$ cat src/rtl/lmph_ram.sv
// ----------------------------------------------------------------------------
// lmph_ram: generic single-write, single-read RAM
// One write port and one read port with a registered read that holds its
// data until the next read.
// ----------------------------------------------------------------------------
module lmph_ram #(
   parameter int WIDTH = 8,
   parameter int DEPTH = 32
) (
   input  logic                     clock,
   input  logic                     wr_en,
   input  logic [$clog2(DEPTH)-1:0] wr_addr,
   input  logic [WIDTH-1:0]         wr_data,
   input  logic                     rd_en,
   input  logic [$clog2(DEPTH)-1:0] rd_addr,
   output logic [WIDTH-1:0]         rd_data
);

   logic [WIDTH-1:0] mem_ff [DEPTH];
   logic [WIDTH-1:0] rd_data_ff;

   always_ff @(posedge clock) begin
      if (wr_en) begin
         mem_ff[wr_addr] <= wr_data;
      end
      if (rd_en) begin
         rd_data_ff <= mem_ff[rd_addr];
      end
   end

   assign rd_data = rd_data_ff;

endmodule

$ cat config.mk
export PLATFORM = sky130hd
export DESIGN_NAME = lmph_ram
export DESIGN_NICKNAME = d
export VERILOG_FILES = /design/src/rtl/lmph_ram.sv
export SDC_FILE = /design/constraint.sdc
export NUM_CORES = 1
export LEC_CHECK = 0
export BUFFER_PORTS_ARGS = -buffer_cell sky130_fd_sc_hd__buf_4
export CORE_MARGIN = 3
export CORE_UTILIZATION = 61
export CTS_CLUSTER_DIAMETER = 150
export DETAILED_ROUTE_END_ITERATION = 8
export GPL_TIMING_DRIVEN = 0
export PLACE_DENSITY = 0.83
export REMOVE_ABC_BUFFERS = 1
export SYNTH_ARGS = -nofsm -noshare
export SYNTH_HDL_FRONTEND = slang
export SYNTH_SLANG_ARGS = --single-unit
$ cat constraint.sdc
create_clock -name clock -period 2.2 [get_ports clock]
set_input_delay 0.11 -clock clock [delete_from_list [all_inputs] [get_ports clock]]
set_output_delay 0.11 -clock clock [all_outputs]
set_load 0.02 [all_outputs]
==> results of run 1 <==
## layout make-up
| class | instances | share of cell area [%] |
|---|---|---|
| multi-input cells | 133 | 18.7 |
| well taps | 216 | 2.40 |
| repair buffers | 29 | 2.01 |
| flip-flops and latches | 264 | 70.4 |
| clock inverters | 9 | 0.811 |
| clock buffers | 29 | 5.69 |
## synth_stat cells
library cell	n	share of area [%]
buf_2	1	0.049
nor2_1	33	1.2
nand3_1	2	0.099
clkbuf_1	6	0.22
or3_1	1	0.062
buf_6	1	0.11
buf_1	6	0.22
or3b_2	3	0.26
mux2_2	8	0.89
buf_4	6	0.44
nand3b_1	5	0.37
edfxtp_1	264	78
mux4_2	80	18
nand2_1	1	0.037
## worst max-delay path, cell delays in order, from the launching register on
cell	delay, ns
edfxtp_1	0.40
mux4_2	0.54
mux4_2	0.54
mux2_2	0.30
## power breakdown
part	switching (µW)	internal [µW]
clock	1680	2280
sequential	21.4	5610
combinational	307	235
total	2010	8130
## layer usage
metal	up-vias	GRT usage [%]	wire length (µm)
li1	1853	-	-
met1	2398	36.3	8280
met2	304	35.5	9650
met3	39	4.17	1900
met4	2	7.41	580
met5	-	0	7
## cells in the final DEF, fill, tap and decap left out, drive strengths merged, types with 3 or more instances in the layout
cell,count
edfxtp,264
nand3b,5
mux4,80
clkinv,7
or3b,3
clkbuf,30
mux2,8
nor2,33
buf,27
## state kept, by name, summed over array words and instances (netlist names)
| name | flops |
|---|---|
| mem_ff | 256 |
| rd_data | 8 |
## through the flow
step | cell area [µm²] | total power, µW | setup WS (ns) | utilization (%) | cells
finish | 11300 | 10100 | 0.165 | 70.1 | 680
global placement | 10500 | 6230 | -0.633 | 65.4 | 641
detailed placement | 10500 | 6270 | -0.675 | 65.4 | 641
floorplan | 10000 | 5980 | 0.448 | - | 397
global route | 11300 | 10400 | 0.0693 | 70.1 | 680
CTS | 11300 | 10200 | 0.103 | 70.1 | 680
## path summary, 6_finish.rpt
check                              end  slack, ns
setup / recovery  rd_data[2]$_DFFE_PP_       0.17
hold / removal    rd_data[0]$_DFFE_PP_       0.03
setup reg to reg  rd_data[2]$_DFFE_PP_       0.17
hold reg to reg   rd_data[0]$_DFFE_PP_       1.03
## logic make-up (layout without fill, tap and decap cells)
| family | count (synthesis) | count (layout) | share of synthesized area (%) |
|---|---|---|---|
| buf+inv | 20 | 67 | 1.05 |
| flops | 264 | 264 | 78.2 |
| simple gates | 45 | 45 | 2.05 |
| mux | 88 | 88 | 18.7 |
## timing repair
| action | CTS | global route |
|---|---|---|
| hold buffers | 1 | 0 |
| hold endpoints to repair | 8 | 0 |
| gates resized for setup | 1 | 1 |
| gates cloned | 0 | 0 |
| endpoints found under the setup margin | 8 | 1 |
==> metrics.md, run 1 <==
| Metric | Value |
|---|---|
| Vias in the first global route | 4727 |
| Die area | 0.0182 mm² |
| Die width | 135 µm |
| CP Capture Type | flop |
| Worst EP arrival | 2.28 ns |
| Routability cong. | 0.771 |
| RSZ-0062 raised after global routing | no |
| DP HPWL | 11.3 mm |
| Hold depth | 2 |
| FILL cells | 869 |
| CP startpoint | mem_ff[16][2]$_DFFE_PP_ |
| TritonCTS clock tree | yes |
| Routed WL | 20.4 mm |
| Antenna Nets Post-Route | 0 |
| Core Rows | 46 |
| Die Ht | 135 µm |
| Syn Std Cell Area | 0.0101 mm² |
| Peak Freq | 0.491 GHz |
| Fin Setup TNS | 0 ns |
| Hold/Removal Path Class | input port to flop |
| Total of max-cap violations | 0 |
| Crit Path Max Fanout | 1 |
| Unique masters post-synth | 14 |
| CTS Sinks | 264 |
| Ratio of total power to cell area | 901 mW/mm² |
| HP Start | rd_addr[3] |
| Num ports | 29 |
| Synthesized area per cell | 24.3 µm² |
| Layout cells sized above 1 | 32.3% |
| Worst slew pin tran | 0.947 ns |
| Antenna violations before repair | 1 |
| Total global-route track usage | 23.5% |
| First-pass GRT wire length | 31.0 mm |
| Period minus WS final | 2.03 ns |
| H-tree depth | 1 |
| Aggregate global routing overflow | 0 |
| Clock root cell | clkbuf_16 |
| Initial core utilization | 63.1% |
| Sequential cell area | 0.00793 mm² |
| Crit share post-route | 92.5% |
| Slew HR | 36.8% |
| Seq cells post-synth | 264 |
| Clk_lat worst skew | 0.51 ns |
| Multi-input gate area | 0.00210 mm² |
| Nets | 473 |
| Largest net degree at the start of global routing | 65 |
| Outcome | completed |
| Pleak | 0.00348 µW |
| YS warnings | 0 |
| Final Hold Viols | 0 |
| Routed via count | 4596 |
| Gate Count Post-Synth | 417 |
| Reg-to-Reg Start | mem_ff[16][2]$_DFFE_PP_ |
| Clock Skew | 0.0110 ns |
| CTS Buffer Depth | 3 |
| Setup repair bufs after CTS | 0 |
| Number of port buffers | 28 |
| Pre-antenna DRT Iters | 5 |
| Setup-failing EPs final | 0 |
| DRC viols | 0 |
| Clock buffer count from CTS | 24 |
| R2r worst-path depth | 3 |
| Worst hold slack | 0.0345 ns |
| DR iter-0 viols | 726 |
| Seq/Total Area, Yosys | 78.2% |
| Antenna Cells | 0 |
| Core Region | 0.0161 mm² |
| Via density | 6.76 |
| Worst-path clk slew | 0.06 ns |
| VDD IR max | 631 µV |
| Area growth from synthesis to layout | 11.1% |
| Worst Path Required | 2.45 ns |
| CP Launch Type | flop |
| Pins Over Slew Limit | 0 |
| WS Path Type | flop to flop |
| DR WL/cell | 30.0 µm |
(Power assumes the default switching activity.)
==> run 2: changes to the inputs <==
Settings changed: CORE_UTILIZATION 61 to 59, PLACE_DENSITY 0.83 to 0.81, REMOVE_ABC_BUFFERS 1 to default.
==> run 2 against run 1 <==
  * Utilization decreased by 2.1 points
  * Sequential cell count stayed put
  * Clock power about the same
==> metrics.md, run 2 (synthesized netlist as in run 1, its figures left out) <==
| Metric | Value |
|---|---|
| Outcome | completed |
| TritonCTS clock tree | yes |
| Total global-route track usage | 21.7% (-1.8 points) |
| CP startpoint | rd_addr[2] |
| Worst hold slack | 0.0149 ns (-0.0196 ns) |
| Setup WS post-layout | 0.0895 ns (-0.0757 ns) |
| Worst slew pin tran | 0.837 ns (-0.111 ns) |
| Commonest non-fill, non-tap cell in the layout | edfxtp_1 |
| Max reg flops | 256 (unchanged) |
| Number of port buffers | 23 (-18%) |
| CP Launch Type | input port |
| Fin Setup TNS | 0 ns (unchanged) |
| Aggregate global routing overflow | 0 (unchanged) |
| FILL cells | 1000 (+15%) |
| Crit Path Max Fanout | 10 (+9) |
| Core Region | 0.0167 mm² (+4.0%) |
| Antenna violations before repair | 1 (unchanged) |
| Multi-input gate area | 0.00210 mm² (unchanged) |
| Worst EP arrival | 2.38 ns (+0.10 ns) |
| H-tree depth | 1 (unchanged) |
| Post-Place Worst Slack | -0.549 ns (+0.126 ns) |
| WS Path Type | input port to flop |
| Routed via count | 4536 (-1.3%) |
| DP HPWL | 12.3 mm (+8.6%) |
| VDD IR max | 697 µV (+10%) |
| Vias in the first global route | 4608 (-2.5%) |
| Syn_nets | 438 |
| Routability cong. | 0.820 (+6.4%) |
| Die width | 137 µm (+1.6%) |
| Die Ht | 137 µm (+1.6%) |
| CTS Sinks | 264 (unchanged) |
| Via density | 6.42 (-5.1%) |
| Num ports | 29 (unchanged) |
| Layout cells sized above 1 | 32.9% (+0.53 points) |
| Pre-antenna DRT Iters | 5 (unchanged) |
| Total of max-cap violations | 0 (unchanged) |
| Largest Register | mem_ff |
| Slew HR | 44.0% (+7.2 points) |
| Pleak | 0.00353 µW (+1.3%) |
| Clk_lat worst skew | 0.52 ns (about the same) |
| Worst-path clk slew | 0.06 ns (about the same) |
| Initial core utilization | 60.7% (-2.4 points) |
| Final Power | 10100 µW (about the same) |
| First-pass GRT wire length | 29.1 mm (-6.0%) |
| Worst Setup EP | rd_data[7]$_DFFE_PP_ |
| DRC viols | 0 (unchanged) |
| Final Hold Viols | 0 (unchanged) |
| DR iter-0 viols | 535 (-26%) |
| Worst R2R Setup Slack | 0.21 ns (+0.04 ns) |
| Worst Path Required | 2.47 ns (+0.02 ns) |
| Reg-to-Reg Start | mem_ff[24][7]$_DFFE_PP_ |
| Peak Freq | 0.474 GHz (-3.6%) |
| CTS Buffer Depth | 3 (unchanged) |
| Clock buffer count from CTS | 25 (+4.2%) |
| Antenna Cells | 0 (unchanged) |
| Die area | 0.0188 mm² (+3.2%) |
| Nets | 490 (+3.6%) |
| Largest net degree at the start of global routing | 33 (-49%) |
| DR WL/cell | 27.6 µm (-7.9%) |
| FF-to-FF End | rd_data[7]$_DFFE_PP_ |
| Hold/Removal Path Class | input port to flop |
| Most frequent cells in the layout | edfxtp_1, mux4_2, nor2_1 |
| Core Rows | 47 (+2.2%) |
| CP Capture Type | flop |
| Pins Over Slew Limit | 0 (unchanged) |
| Routed WL | 19.5 mm (-4.3%) |
| Ratio of total power to cell area | 893 mW/mm² (-0.89%) |
| Clock root cell | clkbuf_16 |
| Sequential cell area | 0.00793 mm² (unchanged) |
| Crit share post-route | 95.9% (+3.4 points) |
| Period minus WS final | 2.11 ns (+0.0757 ns) |
| Clock Skew | 0.00913 ns (-0.00189 ns) |
| Antenna Nets Post-Route | 0 (unchanged) |
| R2r worst-path depth | 3 (unchanged) |
| RSZ-0062 raised after global routing | no |
| Setup-failing EPs final | 0 (unchanged) |
| Area growth from synthesis to layout | 12.0% |
## run 2: metal layers
layer / global-route usage [%] / vias up / wire, µm
met5: 0 / - / 15
met4: 6.87 / 2 / 603
met3: 3.60 / 41 / 1530
met2: 34.0 / 246 / 9330
met1: 32.3 / 2363 / 8060
li1: - / 1884 / -
## run 2: how the worst min path moves through the flow
stage,startpoint,end,slack [ns],cells after the start
after floorplan,wr_data[0],mem_ff[0][0]$_DFFE_PP_,0.21,0
after global placement,rd_en,rd_data[3]$_DFFE_PP_,0.38,1
after detailed placement,rd_en,rd_data[7]$_DFFE_PP_,0.39,1
after CTS,wr_data[5],mem_ff[14][5]$_DFFE_PP_,0.005,1
after global routing,wr_data[5],mem_ff[10][5]$_DFFE_PP_,0.009,1
final,wr_data[5],mem_ff[20][5]$_DFFE_PP_,0.01,1
## run 2: final cells by class
class / count / share of cell area [%]
sequential: 264 / 69.8
multi-input combinational: 133 / 18.5
clock buffer: 32 / 5.74
tap: 220 / 2.43
timing repair buffer: 25 / 1.70
buffer: 20 / 0.959
clock inverter: 13 / 0.827
## run 2: timing repair
action,in CTS,in global routing
endpoints found under the setup margin,1,1
hold endpoints to repair,40,0
hold buffers,2,0
gates resized for setup,1,1
buffers inserted,0,0
## run 2: power breakdown
group	internal (µW)	switching, µW	leakage (µW)	total (µW)
registers	5610	18.4	0.00238	5630
clock network	2210	1740	0.000370	3950
logic	242	306	0.000771	548
total	8070	2060	0.00353	10100
## run 2: critical path: stages
cell and delay [ns]:
clkbuf_1 0.39, clkbuf_1 0.62, mux4_2 0.41, mux4_2 0.53
mux2_2 0.31
## run 2: stage by stage
stage | utilization, % | instances | cell area [µm²]
final | 68.0 | 707 | 11300
after global routing | 68.0 | 707 | 11300
after CTS | 68.0 | 707 | 11300
after detailed placement | 63.4 | 660 | 10600
after global placement | 63.4 | 660 | 10600
after floorplan | - | 417 | 10100
