--- config.mk ---
export PLATFORM = sky130hd
export DESIGN_NAME = lmph_row_unit
export DESIGN_NICKNAME = d
export VERILOG_FILES = /design/src/rtl/lmph_pkg.sv /design/src/rtl/lmph_row_unit.sv
export SDC_FILE = /design/constraint.sdc
export NUM_CORES = 1
export LEC_CHECK = 0
export ABC_AREA = 1
export BUFFER_PORTS_ARGS = -buffer_cell sky130_fd_sc_hd__buf_2
export CAP_MARGIN = 20
export CORE_AREA = 3 3 255 257
export DETAILED_ROUTE_END_ITERATION = 10
export DIE_AREA = 0 0 258 260
export MAX_ROUTING_LAYER = met4
export PLACE_DENSITY = 0.57
export SYNTH_ARGS = -nofsm -noshare
export SYNTH_HDL_FRONTEND = slang
export SYNTH_SLANG_ARGS = --single-unit
--- constraint.sdc ---
create_clock -name vclk -period 2.7
set_input_delay 0.135 -clock vclk [all_inputs]
set_output_delay 0.135 -clock vclk [all_outputs]
set_load 0.02 [all_outputs]
--- src/rtl/lmph_pkg.sv ---
// ----------------------------------------------------------------------------
// lmph_pkg: shared types and constants for the LED persistence hold block
// Sizes of the matrix, field widths, command and register codes, and the
// control bundle that the sequencer hands to the row unit.
// ----------------------------------------------------------------------------
package lmph_pkg;

   // Matrix dimensions and counter width.
   localparam int MAX_ROWS    = 32;
   localparam int MAX_COLS    = 32;
   localparam int COUNT_WIDTH = 8;
   localparam int ROW_W       = $clog2(MAX_ROWS);
   localparam int COL_W       = $clog2(MAX_COLS);

   // Field widths of the channels.
   localparam int COLBITS_W   = 31;
   localparam int ROWSEL_W    = 32;
   localparam int LIT_W       = 32;
   localparam int OFF_DELAY_W = 8;
   localparam int COLS_USED_W = 5;
   localparam int ROWS_USED_W = 6;
   localparam int CSR_INDEX_W = 2;
   localparam int CSR_DATA_W  = 8;

   // Width of one stored row of hold counters.
   localparam int ROW_COUNT_W = MAX_COLS * COUNT_WIDTH;

   // Register reset values.
   localparam logic [OFF_DELAY_W-1:0] OFF_DELAY_RESET = 8'd33;
   localparam logic [COLS_USED_W-1:0] COLS_USED_RESET = 5'd0;
   localparam logic [ROWS_USED_W-1:0] ROWS_USED_RESET = 6'd1;

   // Command codes.
   localparam logic CMD_WRITE = 1'b0;
   localparam logic CMD_TICK  = 1'b1;

   // Register indexes on the configuration port.
   localparam logic [CSR_INDEX_W-1:0] REG_OFF_DELAY = 2'd0;
   localparam logic [CSR_INDEX_W-1:0] REG_COLS_USED = 2'd1;
   localparam logic [CSR_INDEX_W-1:0] REG_ROWS_USED = 2'd2;

   // One row of hold counters.
   typedef logic [MAX_COLS-1:0][COUNT_WIDTH-1:0] count_row_type;

   // Per-row control handed to the row unit.
   typedef struct packed {
      logic                   tick;
      logic                   selected;
      logic [COL_W-1:0]       cols;
      logic [COUNT_WIDTH-1:0] reload;
      logic [COLBITS_W-1:0]   column_bits;
   } row_ctrl_type;

endpackage

--- src/rtl/lmph_row_unit.sv ---
// ----------------------------------------------------------------------------
// lmph_row_unit: shared update unit for one matrix row
// Builds the row's new pattern, decays and reloads its hold counters, and
// forms the lit bits, all columns of the row side by side.
// ----------------------------------------------------------------------------
module lmph_row_unit (
   input  lmph_pkg::row_ctrl_type         ctrl,
   input  logic                           write_pattern,
   input  logic [lmph_pkg::MAX_COLS-1:0]  pattern_old,
   input  lmph_pkg::count_row_type        counts_old,
   input  logic                           counts_valid,
   output logic [lmph_pkg::MAX_COLS-1:0]  pattern_new,
   output lmph_pkg::count_row_type        counts_new,
   output logic [lmph_pkg::LIT_W-1:0]     lit
);

   logic [lmph_pkg::MAX_COLS-1:0] col_mask;
   logic [lmph_pkg::MAX_COLS-1:0] on_bit;
   logic [lmph_pkg::MAX_COLS-1:0] in_use;
   logic [lmph_pkg::MAX_COLS-1:0] masked_cols;

   // Column masks: data columns below cols, always-on column at cols.
   always_comb begin
      on_bit      = lmph_pkg::MAX_COLS'(1) << ctrl.cols;
      col_mask    = on_bit - lmph_pkg::MAX_COLS'(1);
      in_use      = col_mask | on_bit;
      masked_cols = (lmph_pkg::MAX_COLS'(ctrl.column_bits) & col_mask) | on_bit;
   end

   // A write item replaces the pattern; a tick item keeps it.
   always_comb begin
      if (write_pattern) begin
         pattern_new = ctrl.selected ? masked_cols : '0;
      end else begin
         pattern_new = pattern_old;
      end
   end

   // Per-column counter lanes.
   always_comb begin
      logic [lmph_pkg::COUNT_WIDTH-1:0] cnt;
      for (int x = 0; x < lmph_pkg::MAX_COLS; x++) begin
         cnt = counts_valid ? counts_old[x] : '0;
         if (in_use[x]) begin
            if (ctrl.tick && (cnt != '0)) begin
               cnt = cnt - lmph_pkg::COUNT_WIDTH'(1);
            end
            if (pattern_new[x]) begin
               cnt = ctrl.reload;
            end
         end
         counts_new[x] = cnt;
         lit[x]        = in_use[x] && (cnt != '0);
      end
   end

endmodule

==> qor.yml, run 1 <==
synth:
  syn_area_um2: 17720
  yosysSeqAreaShare_pct: 0
  synthAdderAreaFrac_pct: 6.425
  synth_top_cell_area_share_pct: 43.93
  synth_xor_area_share_pct: 4.003
  synth_compound_area_share_pct: 10.92
  synthMuxAreaShare_pct: 0
  synth_warnings: 0
  syn_nets: 4454
  synthDistinctLibCells: 32
  synthTopCellsByArea: "nand2_1, nand3_1, nor2_1, inv_1, a21oi_1"
  avgSynthCellArea_um2: 4.400
  syn_inst: 4027
  synth_top_family_by_area: "simple AND/OR/NAND/NOR gates"
  synth_top_cell_by_area: "nand2_1"
  synth_simple_gate_area_share_pct: 66.41
power:
  ir_drop_uv: 185.5
  p_seq_share_pct: 0
  p_int_mw: 3.406
  cellPowerDensity_nw_per_um2: 304.1
  p_total_mw: 8.439
  leakagePower_nw: 17.33
  power.share.clock_pct: 0
  p_sw_mw: 5.033
  combPwrFrac_pct: 100.0
  p_sw_share_pct: 59.64
run:
  maxCapViolations: 0
sta:
  worst_slack_ps: -383.9
  fin_tns_setup_ps: -8225
  finalCritPeriodShare_pct: 114.2
  setup_viol: 87
  min_period_ps: 3084
  whs_ps: 678.4
  finalHoldViolCount: 0
  worst_slew_pin_slew_ps: 892.8
  maxClockFrequency_ghz: 0.3243
  rsz0062_at_grt: "yes"
  max_slew_margin_pct: 40.41
  drv_slew: 0
floorplanning:
  core_um2: 62970
  die_area_um2: 67080
  dieWidth_um: 258
  start_util_pct: 28.14
  ios: 656
  die_h_um: 260
  fp-row-count: 92
placement:
  dp.cells: 5806
  dpl_cell_area_um2: 25030
  dp_slack_ps: -571.7
  gp_congestion: 0.9665
  hpwl_mm: 77.93
  port_buffers: 656
worst_setup_path:
  cp_max_fo: 8
  crit_type: "in -> out"
  end_kind: "primary output"
  startpoint_type: "input pin"
  crit_required_ps: 2570
  cpMaxStageDelayCell: "a21boi_4"
  cp.arrival_ps: 2950
  slowest_delay_ps: 310
  worstPathCellList: "buf_12 > inv_8 > nand3_4 > nor2_4 > inv_2 > nand2_4 > nor2_4 > nand4_1 > nor2_2 > nand3_2 > nor2_4 > nand4_1 > ha_1 > nand2_1 > nand2_2 > a21boi_4 > nand3_1 > nand2_1 > nand2_2 > nor2_1 > nand2_1 > nor2_1 > nor2_2 > buf_6"
detailed_routing:
  dr.pass1.iters: 6
  vias_per_cell: 4.885
  finalWirelength_mm: 98.06
  vias: 28730
  ant_nets: 0
  drc: 0
  drt_iter0_drc: 1923
  post_drt_wl_per_cell_um: 16.67
layout:
  design.seq.count: 0
  area_growth_pct: 56.63
  fin_util_pct: 44.08
  nClkBuffers: 0
  regArea_um2: 0
  final_cells: 5882
  fin_area_um2: 27760
  nets: 5440
  layout-drive-gt1-share_pct: 32.21
global_routing:
  grt_overflow: 0
  grt_max_degree: 62
  antenna_found_initial: 25
  grt_pass1_wl_mm: 144.9
  gr-usage-all-layers_pct: 27.43
  grt_pass1_vias: 25880
outcome:
  outcome: "complete, but fails checks"
  violations: "negative setup slack"
min_path:
  min_from: "counts_old[41]"
  hold_end: "counts_new[41]"
  min_path_type: "in -> out"
  hold_depth: 4
worst max-delay path, delay by kind of cell:
kind	cells	cell delay, ps
AO/OA/AOI/OAI	1	310
adder cells (fa/ha/maj)	1	280
buffers and inverters	4	350
AND/OR/NAND/NOR	18	1850
synth_stat cells, drive strengths merged (5+ instances only):
cell       n
a21boi    11
a21oi    247
buf       52
clkbuf    67
ha        91
inv      417
nand2   2109
nand3    414
nand4     12
nor2     400
o21ai    105
or2        5
xnor2     13
xor2      68
worst max-delay path by stage:
stage / to / cells after the start / from / slack [ps]
finish: lit[30] / 24 / ctrl[40] / -380
global route: lit[29] / 27 / ctrl[40] / -580
CTS: lit[29] / 26 / ctrl[43] / -270
detailed placement: lit[28] / 23 / ctrl[42] / -570
global placement: lit[28] / 24 / ctrl[39] / -550
floorplan: lit[30] / 21 / ctrl[41] / -90
cell type report:
cell class         instances  area [um2]
diodes                    25       62.56
fillers                 7141       35210
inverters                420        1649
multi-input cells       3489       17090
well taps                846        1059
repair buffers          1102        7893
cell families after synthesis:
family / count (synthesis)
adder cells (fa/ha/maj): 91
buffers and inverters: 539
AND/OR/NAND/NOR: 2944
AO/OA/AOI/OAI: 372
XOR/XNOR: 81
timing repair:
action	in CTS	in global routing
endpoints found under the setup margin	161	193
buffers inserted	54	48
pin swaps	83	198
gates resized for setup	225	493
hold buffers	0	0
cloned	1	4
metal layers:
metal	GRT usage (%)	up-vias	routed length (um)
met1	33.81	12890	40630
li1	-	14510	-
met4	9.380	0	3807
met5	-	-	0
met2	46.09	1128	46440
met3	3.613	205	7180
power groups by stage:
stage                     clock network [mW]  registers, mW  logic [mW]
final                             0.00000124              0        8.44
after global routing              0.00000119              0        9.17
after CTS                                  0              0        7.65
after detailed placement                   0              0        7.33
after global placement                     0              0        7.32
after floorplan                            0              0        4.28
cell usage in the layout (no fill, tap or decap), types with 68 or more instances in the layout:
| master | n |
|---|---|
| a21oi_1 | 187 |
| xor2_1 | 68 |
| nand2_1 | 1908 |
| buf_6 | 122 |
| buf_4 | 403 |
| nand2_2 | 179 |
| buf_2 | 533 |
| nor2_1 | 331 |
| nand3_1 | 362 |
| inv_1 | 340 |
| ha_1 | 82 |
Power figures use the tool's default switching activity.
==> run 2: changes to the inputs <==
==> config.mk (replaced) <==
export PLATFORM = sky130hd
export DESIGN_NAME = lmph_row_unit
export DESIGN_NICKNAME = d
export VERILOG_FILES = /design/src/rtl/lmph_pkg.sv /design/src/rtl/lmph_row_unit.sv
export SDC_FILE = /design/constraint.sdc
export NUM_CORES = 1
export LEC_CHECK = 0
export ABC_AREA = 1
export CAP_MARGIN = 20
export CORE_AREA = 3 3 253 255
export DETAILED_ROUTE_END_ITERATION = 10
export DIE_AREA = 0 0 256 258
export DONT_BUFFER_PORTS = 1
export MAX_ROUTING_LAYER = met4
export PLACE_DENSITY = 0.48
export SYNTH_ARGS = -nofsm -noshare
export SYNTH_HDL_FRONTEND = slang
export SYNTH_SLANG_ARGS = --single-unit
==> run 2 against run 1 <==
  * The run still ends with negative setup slack left
  * Worst hold slack got worse by 170 ps
  * Maximum frequency increased by 5.8%
  * Global-route usage decreased by 0.62 points
  * Die area decreased by 1.5%
  * Power decreased by 8.4%
  * Sequential cell count unchanged
  * Largest power group unchanged
  * Design area decreased by 11%
  * Non-clock buffer count decreased by 468
==> qor.yml, run 2 (same netlist as run 1, synthesis figures left out) <==
outcome:
  outcome: "complete, but fails checks"  # unchanged
  violations: "negative setup slack"  # unchanged
worst_setup_path:
  cp.arrival_ps: 2780  # was 2950 ps
  slowest_delay_ps: 200  # was 310 ps
  path_depth: 25  # was 24
  cp_max_fo: 7  # was 8
  startpoint_type: "input pin"  # unchanged
  cp_common_cell: "buf_6"
  end_kind: "primary output"  # unchanged
  crit_required_ps: 2570  # about the same
  critPathBufInv: 8  # was 4
  cp-endpoint: "lit[26]"  # was lit[30]
  crit_type: "in -> out"  # unchanged
  cpMaxStageDelayCell: "ha_4"  # was a21boi_4
  path_delay_family: "simple AND/OR/NAND/NOR gates"  # unchanged
  crit_start: "ctrl[40]"  # unchanged
global_routing:
  grt_overflow: 0  # unchanged
  grt_pass1_vias: 23600  # was 25880
  antenna_found_initial: 7  # was 25
  grt_pass1_wl_mm: 139.2  # was 144.9 mm
  grt_max_degree: 275  # was 62
  gr-usage-all-layers_pct: 26.80  # was 27.43%
floorplanning:
  ios: 656  # unchanged
  core_um2: 61830  # was 62970 um2
  die_h_um: 258  # was 260 um
  dieWidth_um: 256  # was 258 um
  start_util_pct: 28.66  # was 28.14%
  die_area_um2: 66050  # was 67080 um2
  fp-row-count: 91  # was 92
power:
  p_int_mw: 3.108  # was 3.406 mW
  p_seq_share_pct: 0  # about the same
  leakagePower_nw: 15.24  # was 17.33 nW
  cellPowerDensity_nw_per_um2: 312.0  # was 304.1 nW/um2
  p_sw_mw: 4.626  # was 5.033 mW
  combPwrFrac_pct: 100.0  # about the same
  ir_drop_uv: 186.8  # was 185.5 uV
  power.share.clock_pct: 0  # about the same
  p_sw_share_pct: 59.82  # was 59.64%
  p_total_mw: 7.734  # was 8.439 mW
sta:
  maxClockFrequency_ghz: 0.3429  # was 0.3243 GHz
  worst_slew_pin_slew_ps: 868.4  # was 892.8 ps
  worst_slack_ps: -216.0  # was -383.9 ps
  fin_tns_setup_ps: -2182  # was -8225 ps
  rsz0062_at_grt: "yes"  # unchanged
  finalHoldViolCount: 0  # unchanged
  drv_slew: 0  # unchanged
  finalCritPeriodShare_pct: 108.0  # was 114.2%
  max_slew_margin_pct: 41.49  # was 40.41%
  min_period_ps: 2916  # was 3084 ps
  setup_viol: 30  # was 87
layout:
  nets: 4972  # was 5440
  layout_common_cells: "nand2_1, buf_4, nand3_1, inv_1, nor2_1"  # was nand2_1, buf_2, buf_4, nand3_1, inv_1
  nClkBuffers: 0  # unchanged
  regArea_um2: 0  # unchanged
  fin_util_pct: 40.09  # was 44.08%
  design.seq.count: 0  # unchanged
  final_common_cell: "nand2_1"  # unchanged
  area_growth_pct: 39.88  # was 56.63%
  fillers: 7051  # was 7141
  layout-drive-gt1-share_pct: 22.85  # was 32.21%
detailed_routing:
  vias: 26830  # was 28730
  finalWirelength_mm: 93.52  # was 98.06 mm
  vias_per_cell: 4.981  # was 4.885
  ant_nets: 0  # unchanged
  drc: 0  # unchanged
  drt_iter0_drc: 1988  # was 1923
  dr.pass1.iters: 6  # unchanged
  post_drt_wl_per_cell_um: 17.36  # was 16.67 um
run:
  maxCapViolations: 0  # unchanged
placement:
  gp_congestion: 0.9732  # was 0.9665
  port_buffers: 0  # was 656
  hpwl_mm: 74.84  # was 77.93 mm
min_path:
  min_path_type: "in -> out"  # unchanged
[run 2: power groups by stage]
| stage | clock (mW) | sequential (mW) | combinational, mW |
|---|---|---|---|
| after floorplan | 0 | 0 | 4.28 |
| after global placement | 0 | 0 | 7.03 |
| after detailed placement | 0 | 0 | 7.04 |
| after CTS | 0 | 0 | 7.15 |
| after global routing | 0.000000348 | 0 | 8.43 |
| final | 0.000000348 | 0 | 7.73 |
[run 2: worst min-delay path by stage]
| stage | start | endpoint | slack, ps | cells past startpoint |
|---|---|---|---|---|
| after global placement | ctrl[33] | counts_new[2] | 500 | 2 |
| final | ctrl[33] | counts_new[2] | 500 | 2 |
| after detailed placement | ctrl[33] | counts_new[2] | 500 | 2 |
| after floorplan | write_pattern | pattern_new[8] | 400 | 1 |
| after CTS | ctrl[33] | counts_new[2] | 500 | 2 |
| after global routing | ctrl[33] | counts_new[2] | 520 | 2 |
[run 2: final cells by class]
cell class / count / area [um2] / area share (%)
Inverter: 420 / 1618 / 6.527
Timing Repair Buffer: 634 / 5338 / 21.53
Antenna cell: 7 / 17.52 / 0.07067
Multi-Input combinational cell: 3489 / 16770 / 67.64
Tap cell: 837 / 1047 / 4.225
[run 2: layer usage]
layer	vias up	part of all wire, %	GRT usage [%]
li1	13560	-	-
met1	12120	42	33.82
met2	1011	48	46.15
met3	139	7.0	2.815
met4	0	2.8	6.003
met5	-	0	-
[run 2: per-stage QoR]
step                      worst slack (ps)  hold WS [ps]  cells  instance area (um2)
final                               -216.0         504.9   5387                24790
after global routing                -431.7         522.0   5387                24790
after CTS                           -176.1         504.1   5350                23290
after detailed placement            -370.7         504.1   5335                22980
after global placement              -347.7         500.1   5335                22980
after floorplan                     -90.58         400.8   4027                17960
[run 2: what timing repair did]
item	CTS	global route
endpoints found under the setup margin	99	143
hold buffers	0	0
pin swaps	29	151
gates resized for setup	70	349
setup buffers	14	28
cloned	1	5
==> run 3: changes to the inputs <==
==> config.mk (replaced) <==
export PLATFORM = sky130hd
export DESIGN_NAME = lmph_row_unit
export DESIGN_NICKNAME = d
export VERILOG_FILES = /design/src/rtl/lmph_pkg.sv /design/src/rtl/lmph_row_unit.sv
export SDC_FILE = /design/constraint.sdc
export NUM_CORES = 1
export LEC_CHECK = 0
export CAP_MARGIN = 20
export CORE_AREA = 3 3 252 254
export DETAILED_ROUTE_END_ITERATION = 10
export DIE_AREA = 0 0 255 257
export DONT_BUFFER_PORTS = 1
export MAX_ROUTING_LAYER = met4
export PLACE_DENSITY = 0.44
export SYNTH_ARGS = -nofsm -noshare
export SYNTH_HDL_FRONTEND = slang
export SYNTH_SLANG_ARGS = --single-unit
==> run 3 against run 2 <==
  * The flow still finishes with violations (negative setup slack)
  * Sequential share of layout area did not move
  * Clock-buffer cell count did not move
  * Maximum frequency fell by 18%
  * Via count fell by 8.6%
  * Critical endpoint is now lit[31]
==> qor.yml, run 3 <==
min_path:
  min_path_type: "in -> out"  # unchanged
floorplanning:
  start_util_pct: 24.88  # was 28.66%
  ios: 656  # unchanged
  fp-row-count: 91  # unchanged
  dieWidth_um: 255  # was 256 um
  die_area_um2: 65540  # was 66050 um2
  die_h_um: 257  # was 258 um
  core_um2: 61480  # was 61830 um2
synth:
  yosysMostFrequentCell: "nand2_1"  # unchanged
  syn_inst: 2606  # was 4027
  syn_area_um2: 15300  # was 17720 um2
  synth_commonest_cells: "nand2_1, nor2_1, a21oi_1"  # was nand2_1, nand3_1, nor2_1
  yosysSeqAreaShare_pct: 0  # unchanged
  synth_warnings: 0  # unchanged
  syn_nets: 3033  # was 4454
  synth_top_cell_by_area: "nand2_1"  # unchanged
  synthTopCellsByArea: "nand2_1, a21oi_1, ha_1, nor2_1, o21ai_0"  # was nand2_1, nand3_1, nor2_1, inv_1, a21oi_1
  synthDistinctLibCells: 84  # was 32
  avgSynthCellArea_um2: 5.871  # was 4.400 um2
  synth_top_cell_area_share_pct: 8.464  # was 43.93%
worst_setup_path:
  critPathBufInv: 3  # was 8
  cp_common_cell: "buf_4"  # was buf_6
  slowest_delay_ps: 620  # was 200 ps
  worstPathCellList: "and2_4 > inv_4 > ha_4 > or4b_4 > o211ai_1 > buf_4 > a211oi_1 > a311oi_2 > o31ai_4 > nor4_2 > a21oi_2 > buf_4"
  cpMaxStageDelayCell: "and2_4"  # was ha_4
  crit_required_ps: 2570  # about the same
  cp.arrival_ps: 3410  # was 2780 ps
  path_delay_family: "simple AND/OR/NAND/NOR gates"  # unchanged
  cp_max_fo: 470  # was 7
  crit_type: "in -> out"  # unchanged
  startpoint_type: "input pin"  # unchanged
  end_kind: "primary output"  # unchanged
global_routing:
  antenna_found_initial: 14  # was 7
  grt_max_degree: 471  # was 275
  grt_pass1_wl_mm: 147.0  # was 139.2 mm
  grt_overflow: 0  # unchanged
  gr-usage-all-layers_pct: 29.54  # was 26.80%
  grt_pass1_vias: 22980  # was 23600
detailed_routing:
  dr.pass1.iters: 6  # unchanged
  wl_met3_mm: 8.392  # was 6.505 mm
  post_drt_wl_per_cell_um: 25.78  # was 17.36 um
  finalWirelength_mm: 102.6  # was 93.52 mm
  drc: 0  # unchanged
  vias: 24530  # was 26830
  route.met2.wl_mm: 48.92  # was 45.19 mm
  topRoutingLayerUsed: "met4"  # unchanged
  wl_met1_mm: 40.65  # was 39.25 mm
  vias_per_cell: 6.166  # was 4.981
  ant_nets: 0  # unchanged
  drt_iter0_drc: 1980  # was 1988
power:
  p_total_mw: 6.062  # was 7.734 mW
  leakagePower_nw: 9.983  # was 15.24 nW
  cellPowerDensity_nw_per_um2: 236.9  # was 312.0 nW/um2
  ir_drop_uv: 136.8  # was 186.8 uV
sta:
  maxClockFrequency_ghz: 0.2821  # was 0.3429 GHz
  drv_slew: 0  # unchanged
  finalCritPeriodShare_pct: 131.3  # was 108.0%
  setup_viol: 154  # was 30
  min_period_ps: 3545  # was 2916 ps
  max_slew_margin_pct: 1.888  # was 41.49%
  worst_slew_pin_slew_ps: 1472  # was 868.4 ps
  finalHoldViolCount: 0  # unchanged
  worst_slack_ps: -844.5  # was -216.0 ps
  rsz0062_at_grt: "yes"  # unchanged
placement:
  hpwl_mm: 77.89  # was 74.84 mm
  port_buffers: 0  # unchanged
  gp_congestion: 0.9574  # was 0.9732
outcome:
  outcome: "complete, but fails checks"  # unchanged
  violations: "negative setup slack"  # unchanged
layout:
  final_common_cell: "buf_4"  # was nand2_1
  layout_common_cells: "buf_4, nand2_1, nor2_1, a21oi_1, o21ai_0"  # was nand2_1, buf_4, nand3_1, inv_1, nor2_1
  nets: 3604  # was 4972
  fillers: 6332  # was 7051
  area_growth_pct: 67.22  # was 39.88%
  regArea_um2: 0  # unchanged
  nClkBuffers: 0  # unchanged
  design.seq.count: 0  # unchanged
  multi_input_area_um2: 17710  # was 16770 um2
  fin_util_pct: 41.61  # was 40.09%
  layout-drive-gt1-share_pct: 43.62  # was 22.85%
run:
  maxCapViolations: 0  # unchanged
[run 3: changes by cell type in the layout (fill, tap and decap cells not counted), sizes merged, moves of 44 or more]
| cell | delta |
|---|---|
| xor2 | -64 |
| nor2 | -146 |
| nand3 | -312 |
| nand2 | -1765 |
| o22ai | +49 |
| o21ai | +79 |
| and2 | +49 |
| inv | -330 |
| a31oi | +49 |
| or4 | +53 |
| nand2b | +44 |
| buf | +141 |
| nor4 | +56 |
| nor3 | +95 |
[run 3: per-stage QoR]
stage	setup slack (ps)	TNS, ps	area [um2]	instances	hold slack (ps)
final	-844.5	-42490	25580	3979	451.2
after floorplan	-1084	-35850	18030	2606	383.3
after CTS	-752.5	-4781	23880	3923	448.3
after global routing	-735.6	-33980	25580	3979	464.6
after global placement	-912.5	-9808	22920	3884	450.4
after detailed placement	-855.5	-11330	22920	3884	448.0
[run 3: timing repair]
action                                  CTS  global route
hold buffers                              0             0
gates resized for setup                 141           283
gates cloned                              0             3
pin swaps                                80           144
endpoints found under the setup margin   71           162
setup buffers                            40            57
[run 3: path summary, 6_finish.rpt]
kind,from,endpoint,slack (ps),cells after the start
setup / recovery,counts_valid,lit[31],-840,12
hold / removal,counts_old[247],counts_new[247],450,2
[run 3: layout make-up]
class	instances	area share, %
inverters	100	1.756
repair buffers	777	25.04
multi-input cells	2298	69.20
well taps	790	3.863
diodes	14	0.1369
[run 3: logic make-up (layout without fill, tap and decap cells)]
| group | after synthesis | in the layout | synth area share [%] |
|---|---|---|---|
| AO/OA/AOI/OAI | 984 | 984 | 43.96 |
| XOR/XNOR | 5 | 5 | 0.2862 |
| adder cells (fa/ha/maj) | 91 | 91 | 7.442 |
| buffers and inverters | 308 | 877 | 7.663 |
| multiplexers | 13 | 13 | 0.8832 |
| other | 0 | 14 | 0 |
| AND/OR/NAND/NOR | 1205 | 1205 | 39.77 |
[run 3: metal layers]
metal / vias to the layer above / GRT usage, %
met5: - / -
met4: 0 / 9.297
met3: 246 / 5.569
met2: 1182 / 49.54
met1: 11890 / 35.61
li1: 11210 / -
[run 3: report_power, final]
group / switching (mW) / leakage [nW] / internal [mW]
Combinational: 3.29 / 9.98 / 2.77
Sequential: 0 / 0 / 0
Clock: 0 / 0.0000887 / 0.000000649
